$ cat src/rtl/core/overwriting_byte_ring_buffer_core_macros.svh
// Assertion macros for the overwriting byte ring buffer core.
// Expects signals named clk and arst_n in the scope where a macro is used.
`ifndef OVERWRITING_BYTE_RING_BUFFER_CORE_MACROS_SVH
`define OVERWRITING_BYTE_RING_BUFFER_CORE_MACROS_SVH

// Property checked on every rising edge outside reset.
`define OBRB_ASSERT(lbl, prop, msg) \
	lbl: assert property (@(posedge clk) disable iff (!arst_n) (prop)) else $error(msg);

// Condition that must never hold outside reset.
`define OBRB_ASSERT_NEVER(lbl, cond, msg) \
	`OBRB_ASSERT(lbl, !(cond), msg)

`endif

$ cat src/rtl/core/obrb_pkg.sv
// Shared types and constants of the overwriting byte ring buffer core.
// No dependencies; used by the interfaces, controller, datapath and top level.
`default_nettype none

package obrb_pkg;

	localparam int FUNC_W = 3;
	localparam int DATA_W = 8;
	localparam int AMT_W  = 6;

	typedef enum logic [FUNC_W-1:0] {
		F_PUT      = 3'd0,
		F_DROP     = 3'd1,
		F_READ_AT  = 3'd2,
		F_READ_NEW = 3'd3,
		F_CLEAR    = 3'd4
	} func_t;

	// Commands from the controller to the datapath.
	typedef struct packed {
		logic load_in;
		logic exec_op;
		logic issue_rd;
		logic emit_rd;
	} obrb_cmd_t;

	// Status from the datapath to the controller.
	typedef struct packed {
		logic stream;
		logic rd_last;
	} obrb_sts_t;

endpackage

`default_nettype wire

$ cat src/rtl/core/obrb_in_if.sv
// Input channel of the ring buffer: valid/ready handshake with the operation word.
// Depends on obrb_pkg for the field widths.
`default_nettype none

interface obrb_in_if;
	import obrb_pkg::*;

	logic              valid;
	logic              ready;
	logic [FUNC_W-1:0] func;
	logic [DATA_W-1:0] value;
	logic [AMT_W-1:0]  amount;

	modport source (output valid, output func, output value, output amount, input ready);
	modport sink   (input valid, input func, input value, input amount, output ready);
endinterface

`default_nettype wire

$ cat src/rtl/core/obrb_out_if.sv
// Output channel of the ring buffer: valid/ready handshake with the result word.
// Depends on obrb_pkg for the field widths.
`default_nettype none

interface obrb_out_if;
	import obrb_pkg::*;

	logic              valid;
	logic              ready;
	logic [DATA_W-1:0] data;
	logic              status;
	logic [AMT_W-1:0]  length;
	logic              last;

	modport source (output valid, output data, output status, output length, output last,
		input ready);
	modport sink   (input valid, input data, input status, input length, input last,
		output ready);
endinterface

`default_nettype wire

$ cat src/rtl/core/obrb_ram.sv
// Generic single-write, single-read RAM with a registered read port.
// No dependencies.
`default_nettype none

module obrb_ram #(
	parameter int WIDTH = 8,
	parameter int DEPTH = 64
) (
	input  wire logic                     clk,
	input  wire logic                     we,
	input  wire logic [$clog2(DEPTH)-1:0] waddr,
	input  wire logic [WIDTH-1:0]         wdata,
	input  wire logic                     re,
	input  wire logic [$clog2(DEPTH)-1:0] raddr,
	output logic      [WIDTH-1:0]         rdata
);
	logic [WIDTH-1:0] mem_q [DEPTH];
	logic [WIDTH-1:0] rdata_q;

	always_ff @(posedge clk) begin
		if (we) begin
			mem_q[waddr] <= wdata;
		end
		if (re) begin
			rdata_q <= mem_q[raddr];
		end
	end

	assign rdata = rdata_q;
endmodule

`default_nettype wire

$ cat src/rtl/core/obrb_ctrl.sv
// Controller of the ring buffer: sequences load, execute and read streaming.
// Depends on obrb_pkg for the command and status structs.
`default_nettype none

module obrb_ctrl (
	input  wire logic                clk,
	input  wire logic                arst_n,
	input  wire logic                in_valid,
	output logic                     in_ready,
	input  wire logic                out_ready,
	output logic                     out_valid,
	input  wire obrb_pkg::obrb_sts_t sts,
	output obrb_pkg::obrb_cmd_t      cmd
);
	import obrb_pkg::*;

	typedef enum logic [2:0] {
		S_IDLE = 3'b001,
		S_EXEC = 3'b010,
		S_READ = 3'b100
	} state_t;

	state_t state_q, state_d;
	logic   out_valid_q;
	logic   out_free;

	// The output register can take a word when empty or when its word leaves now.
	assign out_free = !out_valid_q || out_ready;

	always_comb begin
		state_d  = state_q;
		cmd      = '0;
		in_ready = 1'b0;
		case (state_q)
			S_IDLE: begin
				in_ready = 1'b1;
				if (in_valid) begin
					cmd.load_in = 1'b1;
					state_d     = S_EXEC;
				end
			end
			S_EXEC: begin
				if (sts.stream) begin
					cmd.issue_rd = 1'b1;
					state_d      = S_READ;
				end else if (out_free) begin
					cmd.exec_op = 1'b1;
					state_d     = S_IDLE;
				end
			end
			S_READ: begin
				if (out_free) begin
					cmd.emit_rd = 1'b1;
					if (sts.rd_last) begin
						state_d = S_IDLE;
					end
				end
			end
			default: begin
				state_d = S_IDLE;
			end
		endcase
	end

	always_ff @(posedge clk or negedge arst_n) begin
		if (!arst_n) begin
			state_q     <= S_IDLE;
			out_valid_q <= 1'b0;
		end else begin
			state_q <= state_d;
			if (cmd.exec_op || cmd.emit_rd) begin
				out_valid_q <= 1'b1;
			end else if (out_ready) begin
				out_valid_q <= 1'b0;
			end
		end
	end

	assign out_valid = out_valid_q;
endmodule

`default_nettype wire

$ cat src/rtl/core/obrb_dp.sv
// Datapath of the ring buffer: pointers, count, byte store and result register.
// Depends on obrb_pkg and obrb_ram.
`default_nettype none

module obrb_dp #(
	parameter int DEPTH = 64
) (
	input  wire logic                          clk,
	input  wire logic                          arst_n,
	input  wire obrb_pkg::obrb_cmd_t           cmd,
	input  wire logic [obrb_pkg::FUNC_W-1:0]   in_func,
	input  wire logic [obrb_pkg::DATA_W-1:0]   in_value,
	input  wire logic [obrb_pkg::AMT_W-1:0]    in_amount,
	output obrb_pkg::obrb_sts_t                sts,
	output logic      [obrb_pkg::DATA_W-1:0]   out_data,
	output logic                               out_status,
	output logic      [obrb_pkg::AMT_W-1:0]    out_length,
	output logic                               out_last
);
	import obrb_pkg::*;

	localparam int               IDX_W    = $clog2(DEPTH);
	localparam logic [IDX_W:0]   DEPTH_V  = (IDX_W+1)'(DEPTH);
	localparam logic [IDX_W-1:0] CNT_FULL = IDX_W'(DEPTH - 1);

	logic [FUNC_W-1:0] func_q;
	logic [DATA_W-1:0] value_q;
	logic [AMT_W-1:0]  amount_q;
	logic [IDX_W-1:0]  head_q, tail_q, count_q;
	logic [IDX_W-1:0]  head_d, tail_d, count_d;
	logic [IDX_W-1:0]  ptr_q;
	logic [AMT_W-1:0]  rem_q;
	logic [DATA_W-1:0] data_q;
	logic              status_q;
	logic [AMT_W-1:0]  length_q;
	logic              last_q;

	logic [IDX_W-1:0]  amt_i;
	logic [AMT_W-1:0]  cnt_ext;
	logic              drop_err, idx_err, err;
	logic [IDX_W-1:0]  first_addr, rd_addr;
	logic              ram_we, ram_re;
	logic [DATA_W-1:0] ram_rdata;

	function automatic logic [IDX_W-1:0] mod_add(input logic [IDX_W-1:0] a,
		input logic [IDX_W-1:0] b);
		logic [IDX_W:0] s;
		s = {1'b0, a} + {1'b0, b};
		if (s >= DEPTH_V) begin
			s = s - DEPTH_V;
		end
		return s[IDX_W-1:0];
	endfunction

	function automatic logic [IDX_W-1:0] mod_sub(input logic [IDX_W-1:0] a,
		input logic [IDX_W-1:0] b);
		logic [IDX_W:0] s;
		if (a >= b) begin
			s = {1'b0, a} - {1'b0, b};
		end else begin
			s = {1'b0, a} + DEPTH_V - {1'b0, b};
		end
		return s[IDX_W-1:0];
	endfunction

	// Whenever the amount is used as an index it is below DEPTH, so the low bits suffice.
	assign amt_i    = amount_q[IDX_W-1:0];
	assign cnt_ext  = AMT_W'(count_q);
	assign drop_err = amount_q > cnt_ext;
	assign idx_err  = amount_q >= cnt_ext;

	always_comb begin
		head_d      = head_q;
		tail_d      = tail_q;
		count_d     = count_q;
		err         = 1'b0;
		sts.stream  = 1'b0;
		sts.rd_last = (rem_q == AMT_W'(1));
		first_addr  = mod_add(head_q, amt_i);
		case (func_q)
			F_PUT: begin
				// A full buffer loses its oldest byte to make room.
				tail_d = mod_add(tail_q, IDX_W'(1));
				if (count_q == CNT_FULL) begin
					head_d = mod_add(head_q, IDX_W'(1));
				end else begin
					count_d = count_q + IDX_W'(1);
				end
			end
			F_DROP: begin
				err = drop_err;
				if (!drop_err) begin
					head_d  = mod_add(head_q, amt_i);
					count_d = count_q - amt_i;
				end
			end
			F_READ_AT: begin
				err        = idx_err;
				sts.stream = !idx_err;
			end
			F_READ_NEW: begin
				err        = drop_err;
				first_addr = mod_sub(tail_q, amt_i);
				sts.stream = !drop_err && (amount_q != '0);
			end
			F_CLEAR: begin
				head_d  = '0;
				tail_d  = '0;
				count_d = '0;
			end
			default: begin
			end
		endcase
	end

	assign ram_we  = cmd.exec_op && (func_q == F_PUT);
	assign ram_re  = cmd.issue_rd || cmd.emit_rd;
	assign rd_addr = cmd.issue_rd ? first_addr : ptr_q;

	obrb_ram #(
		.WIDTH (DATA_W),
		.DEPTH (DEPTH)
	) u_store (
		.clk   (clk),
		.we    (ram_we),
		.waddr (tail_q),
		.wdata (value_q),
		.re    (ram_re),
		.raddr (rd_addr),
		.rdata (ram_rdata)
	);

	always_ff @(posedge clk or negedge arst_n) begin
		if (!arst_n) begin
			head_q  <= '0;
			tail_q  <= '0;
			count_q <= '0;
			rem_q   <= '0;
		end else begin
			if (cmd.exec_op) begin
				head_q  <= head_d;
				tail_q  <= tail_d;
				count_q <= count_d;
			end
			if (cmd.issue_rd) begin
				rem_q <= (func_q == F_READ_AT) ? AMT_W'(1) : amount_q;
			end else if (cmd.emit_rd) begin
				rem_q <= rem_q - AMT_W'(1);
			end
		end
	end

	always_ff @(posedge clk) begin
		if (cmd.load_in) begin
			func_q   <= in_func;
			value_q  <= in_value;
			amount_q <= in_amount;
		end
		// The read pointer runs one slot ahead of the byte held at the store's read port.
		if (ram_re) begin
			ptr_q <= mod_add(rd_addr, IDX_W'(1));
		end
		if (cmd.exec_op) begin
			data_q   <= '0;
			status_q <= err;
			length_q <= AMT_W'(count_d);
			last_q   <= 1'b1;
		end else if (cmd.emit_rd) begin
			data_q   <= ram_rdata;
			status_q <= 1'b0;
			length_q <= cnt_ext;
			last_q   <= sts.rd_last;
		end
	end

	assign out_data   = data_q;
	assign out_status = status_q;
	assign out_length = length_q;
	assign out_last   = last_q;
endmodule

`default_nettype wire

$ cat src/rtl/core/overwriting_byte_ring_buffer_core.sv
// Top level of the overwriting byte ring buffer core.
// Depends on obrb_pkg, obrb_in_if, obrb_out_if, obrb_ctrl, obrb_dp and the macros header.
//
//  Channel   Direction  Word contents
//  in_ch     sink       func, value, amount
//  out_ch    source     data, status, length, last
//
// Put, drop, clear, failed reads, zero-length read newest and unused codes are accepted, then executed
// once the output register is free. Read at index and read newest N are accepted, issue the first store read,
// then emit their bytes; the single read port of the byte store streams one byte per cycle while the output is free.
// Reset clears head, tail and count; the store itself is not cleared and needs no pass.
// A stalled output holds its word; the next word is accepted while a result still waits.
`default_nettype none
`include "overwriting_byte_ring_buffer_core_macros.svh"

module overwriting_byte_ring_buffer_core #(
	parameter int DEPTH = 64
) (
	input  wire logic  clk,
	input  wire logic  arst_n,
	obrb_in_if.sink    in_ch,
	obrb_out_if.source out_ch
);
	import obrb_pkg::*;

	obrb_cmd_t cmd;
	obrb_sts_t sts;

	obrb_ctrl u_ctrl (
		.clk       (clk),
		.arst_n    (arst_n),
		.in_valid  (in_ch.valid),
		.in_ready  (in_ch.ready),
		.out_ready (out_ch.ready),
		.out_valid (out_ch.valid),
		.sts       (sts),
		.cmd       (cmd)
	);

	obrb_dp #(
		.DEPTH (DEPTH)
	) u_dp (
		.clk        (clk),
		.arst_n     (arst_n),
		.cmd        (cmd),
		.in_func    (in_ch.func),
		.in_value   (in_ch.value),
		.in_amount  (in_ch.amount),
		.sts        (sts),
		.out_data   (out_ch.data),
		.out_status (out_ch.status),
		.out_length (out_ch.length),
		.out_last   (out_ch.last)
	);

	`OBRB_ASSERT(a_one_cmd, $onehot0({cmd.load_in, cmd.exec_op, cmd.issue_rd, cmd.emit_rd}), "more than one datapath command at once")
	`OBRB_ASSERT(a_busy_after_accept, (in_ch.valid && in_ch.ready) |=> !in_ch.ready, "input accepted again while an operation is in progress")
	`OBRB_ASSERT(a_busy_streaming, cmd.issue_rd |=> !in_ch.ready, "input accepted while a read stream is running")
	`OBRB_ASSERT_NEVER(a_len_range, out_ch.valid && (out_ch.length > 6'(DEPTH - 1)), "reported length exceeds capacity")
endmodule

`default_nettype wire

$ cat src/flat_wrapper.sv
// flat-port wrapper written by rule: the top's interface ports become plain ports
module overwriting_byte_ring_buffer_core_flat import obrb_pkg::*;
#(
	parameter int DEPTH = 64
)
  (clk, arst_n, in_ch_valid, in_ch_func, in_ch_value, in_ch_amount, in_ch_ready, out_ch_valid, out_ch_data, out_ch_status, out_ch_length, out_ch_last, out_ch_ready);
  obrb_in_if in_ch_i ();
  obrb_out_if out_ch_i ();
  input  wire logic clk;
  input  wire logic arst_n;
  input wire logic [$bits(in_ch_i.valid)-1:0] in_ch_valid;
  input wire logic [$bits(in_ch_i.func)-1:0] in_ch_func;
  input wire logic [$bits(in_ch_i.value)-1:0] in_ch_value;
  input wire logic [$bits(in_ch_i.amount)-1:0] in_ch_amount;
  output wire logic [$bits(in_ch_i.ready)-1:0] in_ch_ready;
  output wire logic [$bits(out_ch_i.valid)-1:0] out_ch_valid;
  output wire logic [$bits(out_ch_i.data)-1:0] out_ch_data;
  output wire logic [$bits(out_ch_i.status)-1:0] out_ch_status;
  output wire logic [$bits(out_ch_i.length)-1:0] out_ch_length;
  output wire logic [$bits(out_ch_i.last)-1:0] out_ch_last;
  input wire logic [$bits(out_ch_i.ready)-1:0] out_ch_ready;
  assign in_ch_i.valid = in_ch_valid;
  assign in_ch_i.func = in_ch_func;
  assign in_ch_i.value = in_ch_value;
  assign in_ch_i.amount = in_ch_amount;
  assign in_ch_ready = in_ch_i.ready;
  assign out_ch_valid = out_ch_i.valid;
  assign out_ch_data = out_ch_i.data;
  assign out_ch_status = out_ch_i.status;
  assign out_ch_length = out_ch_i.length;
  assign out_ch_last = out_ch_i.last;
  assign out_ch_i.ready = out_ch_ready;
  overwriting_byte_ring_buffer_core #(.DEPTH(DEPTH)) u_core (.clk(clk), .arst_n(arst_n), .in_ch(in_ch_i), .out_ch(out_ch_i));
endmodule
$ cat config.mk
export PLATFORM = sky130hd
export DESIGN_NAME = overwriting_byte_ring_buffer_core_flat
export DESIGN_NICKNAME = d
export VERILOG_FILES = /design/src/rtl/core/obrb_pkg.sv /design/src/rtl/core/obrb_in_if.sv /design/src/rtl/core/obrb_out_if.sv /design/src/rtl/core/obrb_ram.sv /design/src/rtl/core/obrb_ctrl.sv /design/src/rtl/core/obrb_dp.sv /design/src/rtl/core/overwriting_byte_ring_buffer_core.sv /design/src/flat_wrapper.sv
export VERILOG_INCLUDE_DIRS = /design/src /design/src/rtl/core
export SDC_FILE = /design/constraint.sdc
export NUM_CORES = 1
export LEC_CHECK = 0
export ABC_CLOCK_PERIOD_IN_PS = 5490
export BUFFER_PORTS_ARGS = -buffer_cell sky130_fd_sc_hd__clkbuf_2
export CAP_MARGIN = 15
export CORE_UTILIZATION = 46
export CTS_BUF_LIST = sky130_fd_sc_hd__clkbuf_8
export CTS_CLUSTER_DIAMETER = 100
export DETAILED_ROUTE_END_ITERATION = 10
export PLACE_DENSITY = 0.59
export SYNTH_ARGS = -nofsm -noshare
export SYNTH_HDL_FRONTEND = slang
export SYNTH_SLANG_ARGS = --single-unit
$ cat constraint.sdc
create_clock -name clk -period 5.49 [get_ports clk]
set_input_delay 0 -clock clk [delete_from_list [all_inputs] [get_ports clk]]
set_output_delay 0 -clock clk [all_outputs]
set_load 0.005 [all_outputs]
==> impl_metrics.json, run 1 <==
{
  "outcome": "complete, no violations",
  "syn_to_final_growth_pct": 14.2,
  "dpl_cell_area_mm2": 0.0256,
  "hold-worst-slack_ns": 0.0583,
  "clock-sinks": 587,
  "slew_headroom_pct": 29.8,
  "via_count": 16088,
  "drv_slew": 0,
  "post-route-util_pct": 53.6,
  "end_kind": "flip-flop",
  "path_max_fanout": 17,
  "worst_pin_slew_ns": 1.05,
  "grt_usage_pct": 25.8,
  "multi_input_area_mm2": 0.00641,
  "wl_per_cell_um": 24.9,
  "core-area_mm2": 0.0518,
  "dieArea_mm2": 0.0538,
  "crit_path_top_delay_cell": "o21ai_0",
  "syn_nets": 1874,
  "maxUsedRoutingLayer": "met4",
  "cp.arrival_ns": 5.09,
  "worstSetupStartpointType": "flip-flop",
  "via_per_inst": 5.89,
  "ant_nets": 0,
  "seqCellArea_mm2": 0.0174,
  "min_period_over_period_pct": 85.2,
  "dr_wl_met3_um": 4740,
  "n_fill_cell": 4283,
  "final_cells": 2730,
  "dr.pass1.iters": 5,
  "root_buffer": "clkbuf_8",
  "finalSetupViolCount": 0,
  "cp_data_required_time_ns": 5.90,
  "synth_top_area_share_pct": 67.8,
  "synth.distinct_cells": 75,
  "synth_edf_count": 550,
  "fin_tns_setup_ns": 0,
  "p_leak_uw": 0.00983,
  "cts.repair.resized": 0,
  "maxCapViolCount": 0,
  "ys_warn_count": 0,
  "peakVddDrop_uv": 265,
  "yosys.area.top_type": "edfxtp_1",
  "diodes": 0,
  "clk_latency_ns": 0.72,
  "die_h_um": 232,
  "holdBufCountCts": 38,
  "worstHoldPathType": "in -> reg",
  "stdcell_area_mm2": 0.0278,
  "met1_length_um": 29300,
  "synth_top_flop_cell": "edfxtp_1",
  "post_cts_buffers": 0,
  "crit_chain": "ha_1 -> inv_1 -> fa_1 -> a211oi_1 -> o21ai_1 -> o211a_4 -> nand2_1 -> o21ai_0 -> o311ai_1 -> buf_4 -> a311o_1 -> o22ai_1 -> a221oi_1",
  "initial_core_util_pct": 47.0,
  "slowest_delay_ns": 0.90,
  "io-pin-count": 39,
  "grt_pass1_wl_um": 102000,
  "final_cell_mix": "edfxtp_1 (550), nand2_1 (396), clkbuf_8 (103), nor2_1 (98), nand3_1 (97)",
  "rsz0062_at_grt": "no",
  "path_class": "reg -> reg",
  "port_buffers": 38,
  "clk_pin_slew_ns": 0.06,
  "hold_viol": 0,
  "path_buf_inv": 2,
  "wl_met2_um": 31700,
  "dp_hpwl_um": 40000,
  "synthArstFlopShare_pct": 4.77,
  "fmax_mhz": 214,
  "syn-instance-count": 1828,
  "antenna_found_initial": 1,
  "ys_ff_latch": 587,
  "syn_area_mm2": 0.0243,
  "dieWidth_um": 232,
  "grt_start_max_net_pins": 97,
  "cts_max_level": 3,
  "globalplace.congestion": 0.893,
  "overflow": 0,
  "remaining_drc_errors": 0,
  "cp_top_family": "compound AO/OA/AOI/OAI gates",
  "fin_nets": 2018,
  "synth_seq_area_share_pct": 71.5,
  "synthTopCellsByArea": "edfxtp_1 (68%), nand2_1 (6.1%), dfrtp_1 (2.8%)",
  "rows": 83,
  "power.density_mw_per_mm2": 365,
  "avgSynthCellArea_um2": 13.3,
  "finalCriticalPeriod_ns": 4.68,
  "cts_tree": "built",
  "dp_cells": 2516,
  "grt_pass1_vias": 15731,
  "drt_iter0_drc": 1836,
  "drive_above_1_share_pct": 13.1,
  "drt_wl_total_um": 68000,
  "clk_path_buf_depth": 3,
  "clock_skew_ns": 0.0377,
  "cts_buffers": 96,
  "layout_commonest_cell": "edfxtp_1"
}
metrics by stage:
step / power, µW / setup WS, ns
2_1_floorplan: 6010 / 1.92
3_3_place_gp: 6500 / 0.950
3_5_place_dp: 6520 / 0.863
4_1_cts: 10200 / 0.830
5_1_grt: 10500 / 0.599
6_report: 10100 / 0.813
registers in the layout, summed over array words and instances, names as in the netlist, 8 cells and up:
name	flops
u_core.u_dp.u_store.mem_q	512
u_core.u_dp.out_data	8
u_core.u_dp.u_store.rdata	8
u_core.u_dp.value_q	8
final timing paths:
| kind | from | to | slack, ns | cells past startpoint |
|---|---|---|---|---|
| max | u_core.u_dp.amount_q[0] | u_core.u_dp.u_store.rdata[4] | 0.81 | 13 |
| min | in_ch_amount[2] | u_core.u_dp.amount_q[2] | 0.06 | 2 |
| max reg2reg | u_core.u_dp.amount_q[0] | u_core.u_dp.u_store.rdata[4] | 0.81 | 13 |
| min reg2reg | u_core.u_dp.out_data[1] | u_core.u_dp.out_data[1] | 0.45 | 2 |
| max in group asynchronous | arst_n | u_core.u_dp.tail_q[5] | 4.83 | 4 |
| min in group asynchronous | arst_n | u_core.u_ctrl.state_q[0] | 0.47 | 3 |
cell type report:
class / instances / share of cell area (%)
flip-flops and latches: 587 / 62.6
multi-input cells: 1113 / 23.1
clock buffers: 103 / 5.10
repair buffers: 150 / 4.36
well taps: 680 / 3.06
clock inverters: 73 / 1.47
inverters: 24 / 0.351
report_power, final:
part | internal [µW] | total (µW) | switching (µW)
Clock | 1880 | 3670 | 1790
Combinational | 318 | 1160 | 843
Sequential | 5200 | 5300 | 104
kinds of logic (layout without fill, tap and decap cells):
family	count (synthesis)	in the layout	share of synthesized area, %
multiplexers	44	44	1.82
adder cells (fa/ha/maj)	25	25	1.38
flip-flops	587	587	71.5
AO/OA/AOI/OAI	298	298	9.16
AND/OR/NAND/NOR	726	726	13.1
XOR/XNOR	20	20	0.720
buffers and inverters	128	350	2.35
per-layer routing:
metal	track usage, %	vias up
li1	-	7235
met1	35.8	8095
met2	40.1	636
met3	4.53	122
met4	10.8	0
met5	0	-
synthesized netlist by cell type, drive strengths merged (27+ instances only):
| library cell | count |
|---|---|
| edfxtp | 550 |
| nand2 | 398 |
| nor2 | 99 |
| nand3 | 98 |
| and3 | 59 |
| buf | 52 |
| clkbuf | 52 |
| mux2i | 42 |
| a21oi | 39 |
| o21ai | 34 |
| a211oi | 32 |
| a31oi | 31 |
| a311oi | 29 |
| dfrtp | 27 |
Power figures use the tool's default switching activity.
==> inputs of run 2 (changes only) <==
--- a/config.mk
+++ b/config.mk
@@ -6,6 +6,7 @@
 export SDC_FILE = /design/constraint.sdc
 export NUM_CORES = 1
 export LEC_CHECK = 0
+export ABC_AREA = 1
 export ABC_CLOCK_PERIOD_IN_PS = 5490
 export BUFFER_PORTS_ARGS = -buffer_cell sky130_fd_sc_hd__clkbuf_2
 export CAP_MARGIN = 15
==> impl_metrics.json, run 2 <==
{
  "r2r_slack_ns": 0.66,
  "drive_above_1_share_pct": 8.27,
  "synth_seq_area_share_pct": 65.1,
  "port_buffers": 38,
  "cts_buffers": 99,
  "hold_viol": 0,
  "syn_area_mm2": 0.0267,
  "overflow": 0,
  "worstHoldPathType": "in -> reg",
  "synth_common_cells": "nand2_1 (582), edfxtp_1 (550), nand3_1 (524), inv_1 (510), nor2_1 (96)",
  "slew_headroom_pct": 22.7,
  "grt_pass1_wl_um": 109000,
  "ys_warn_count": 0,
  "layout_commonest_cell": "nand2_1",
  "cts.repair.resized": 0,
  "avgSynthCellArea_um2": 10.2,
  "dr.pass1.iters": 7,
  "via_count": 18695,
  "power.density_mw_per_mm2": 376,
  "largest_register": "u_core.u_dp.u_store.mem_q",
  "fin_tns_setup_ns": 0,
  "worstSetupStartpointType": "flip-flop",
  "clk_path_buf_depth": 3,
  "ant_nets": 0,
  "dieWidth_um": 243,
  "core-area_mm2": 0.0576,
  "maxCapViolCount": 0,
  "path_class": "reg -> reg",
  "synth_most_common_cell": "nand2_1",
  "r2r_cells": 17,
  "worstSetupEndpoint": "u_core.u_dp.u_store.rdata[4]",
  "final_cell_mix": "nand2_1 (581), edfxtp_1 (550), inv_1 (538), nand3_1 (524), clkbuf_8 (101)",
  "synth_top_flop_cell": "edfxtp_1",
  "peakVddDrop_uv": 213,
  "path_max_fanout": 36,
  "clock-sinks": 587,
  "outcome": "complete, no violations",
  "cp_data_required_time_ns": 6.05,
  "grt_usage_pct": 24.8,
  "dp_cells": 3335,
  "cts_tree": "built",
  "ys_ff_latch": 587,
  "rows": 88,
  "final_cells": 3560,
  "globalplace.congestion": 0.905,
  "syn_nets": 2666,
  "end_kind": "flip-flop",
  "synth.distinct_cells": 46,
  "root_buffer": "clkbuf_8",
  "dieArea_mm2": 0.0591,
  "remaining_drc_errors": 0,
  "grt_start_max_net_pins": 130,
  "initial_core_util_pct": 46.4,
  "synthTopCellsByArea": "edfxtp_1 (62%), nand3_1 (9.8%), nand2_1 (8.2%)",
  "worst_pin_slew_ns": 1.15,
  "fmax_mhz": 207,
  "drt_wl_total_um": 72900,
  "finalSetupViolCount": 0,
  "drt_iter0_drc": 1597,
  "r2r_start": "u_core.u_dp.amount_q[0]",
  "dp_hpwl_um": 44300,
  "fin_nets": 2755,
  "grt_pass1_vias": 17955,
  "cts_max_level": 3,
  "die_h_um": 243,
  "clk_latency_ns": 0.72,
  "wl_per_cell_um": 20.5,
  "largest_reg_flops": 512,
  "p_leak_uw": 0.0127,
  "synthArstFlopShare_pct": 4.77,
  "antenna_found_initial": 3,
  "min_period_over_period_pct": 88.0,
  "via_per_inst": 5.25,
  "synth_top_area_share_pct": 61.8,
  "r2r_end": "u_core.u_dp.u_store.rdata[4]",
  "io-pin-count": 39,
  "cp.arrival_ns": 5.39,
  "drv_slew": 0,
  "yosys.area.top_type": "edfxtp_1",
  "clock_skew_ns": 0.0451,
  "rsz0062_at_grt": "no",
  "synth_edf_count": 550,
  "finalCriticalPeriod_ns": 4.83,
  "startpoint": "u_core.u_dp.amount_q[0]",
  "syn-instance-count": 2620,
  "clk_pin_slew_ns": 0.06,
  "syn_to_final_growth_pct": 11.9
}
[run 2: cell count changes after synthesis, moves of 34 or more]
cell      before  now
nand3_1       97  524
mux2i_1       42    0
and3_1        59    0
buf_2         35   70
nand2_1      396  582
inv_1         22  510
nand3b_1       6   40
[run 2: layout make-up]
class	instances	area (µm²)
inverters	515	1930
clock inverters	85	548
diodes	1	2.50
clock buffers	101	1390
multi-input cells	1402	6820
flip-flops and latches	587	17400
well taps	765	957
repair buffers	104	871
fillers	5119	27700
[run 2: logic make-up (layout without fill, tap and decap cells)]
family	count (synthesis)	after routing	synth area share, %
compound gates	79	79	1.82
xor+xnor	23	23	0.753
fa+ha+maj	25	25	1.25
buf+inv	631	805	9.62
flops	587	587	65.1
mux	8	8	0.337
other cells	0	1	0
simple gates	1267	1267	21.2
[run 2: repair_timing]
item                      4_1_cts  5_1_grt
hold endpoints to repair       67        0
hold buffers                   37        0
buffers inserted                0        0
[run 2: through the flow]
| stage | utilization (%) | power, µW | worst slack [ns] | instance area [µm²] | hold WS [ns] |
|---|---|---|---|---|---|
| detailed placement | 47.9 | 7470 | 0.744 | 27600 | 0.126 |
| global route | 52.0 | 11700 | 0.465 | 29900 | 0.0491 |
| global placement | 47.9 | 7450 | 0.873 | 27600 | 0.115 |
| finish | 52.0 | 11300 | 0.657 | 29900 | 0.0506 |
| floorplan | - | 6660 | 2.34 | 26700 | -0.296 |
| CTS | 51.9 | 11300 | 0.738 | 29900 | 0.00319 |
[run 2: critical path, cell delays in order (launching register included)]
cell	delay (ns)
edfxtp_1	0.48
ha_1	0.20
inv_1	0.06
fa_1	0.40
nand2_1	0.08
nand2_1	0.07
nand3_1	0.08
nand2_1	0.23
nand3_2	0.36
inv_2	0.22
o21ai_4	0.92
inv_2	0.43
buf_4	0.38
nand3_1	0.12
nand3_1	0.15
nand3_1	0.23
nand3_1	0.13
nand2_1	0.12
[run 2: per-layer routing]
metal	global-route usage [%]	routed length [µm]
met5	0	0
met1	33.4	30500
met4	9.21	2370
met2	40.3	34500
met3	4.46	5540
[run 2: power breakdown]
group | switching [µW] | internal (µW)
Clock | 1800 | 2050
Combinational | 1450 | 561
Sequential | 167 | 5240
[run 2: worst min path at each step]
stage	startpoint	cells past startpoint	slack [ns]	end
CTS	in_ch_amount[3]	2	0.003	u_core.u_dp.amount_q[3]
detailed placement	arst_n	1	0.13	u_core.u_dp.cnt_ext[4]
global route	in_ch_amount[0]	2	0.05	u_core.u_dp.amount_q[0]
finish	in_ch_amount[3]	2	0.05	u_core.u_dp.amount_q[3]
floorplan	arst_n	0	-0.30	u_core.u_ctrl.out_valid
global placement	arst_n	1	0.11	u_core.u_dp.cnt_ext[4]
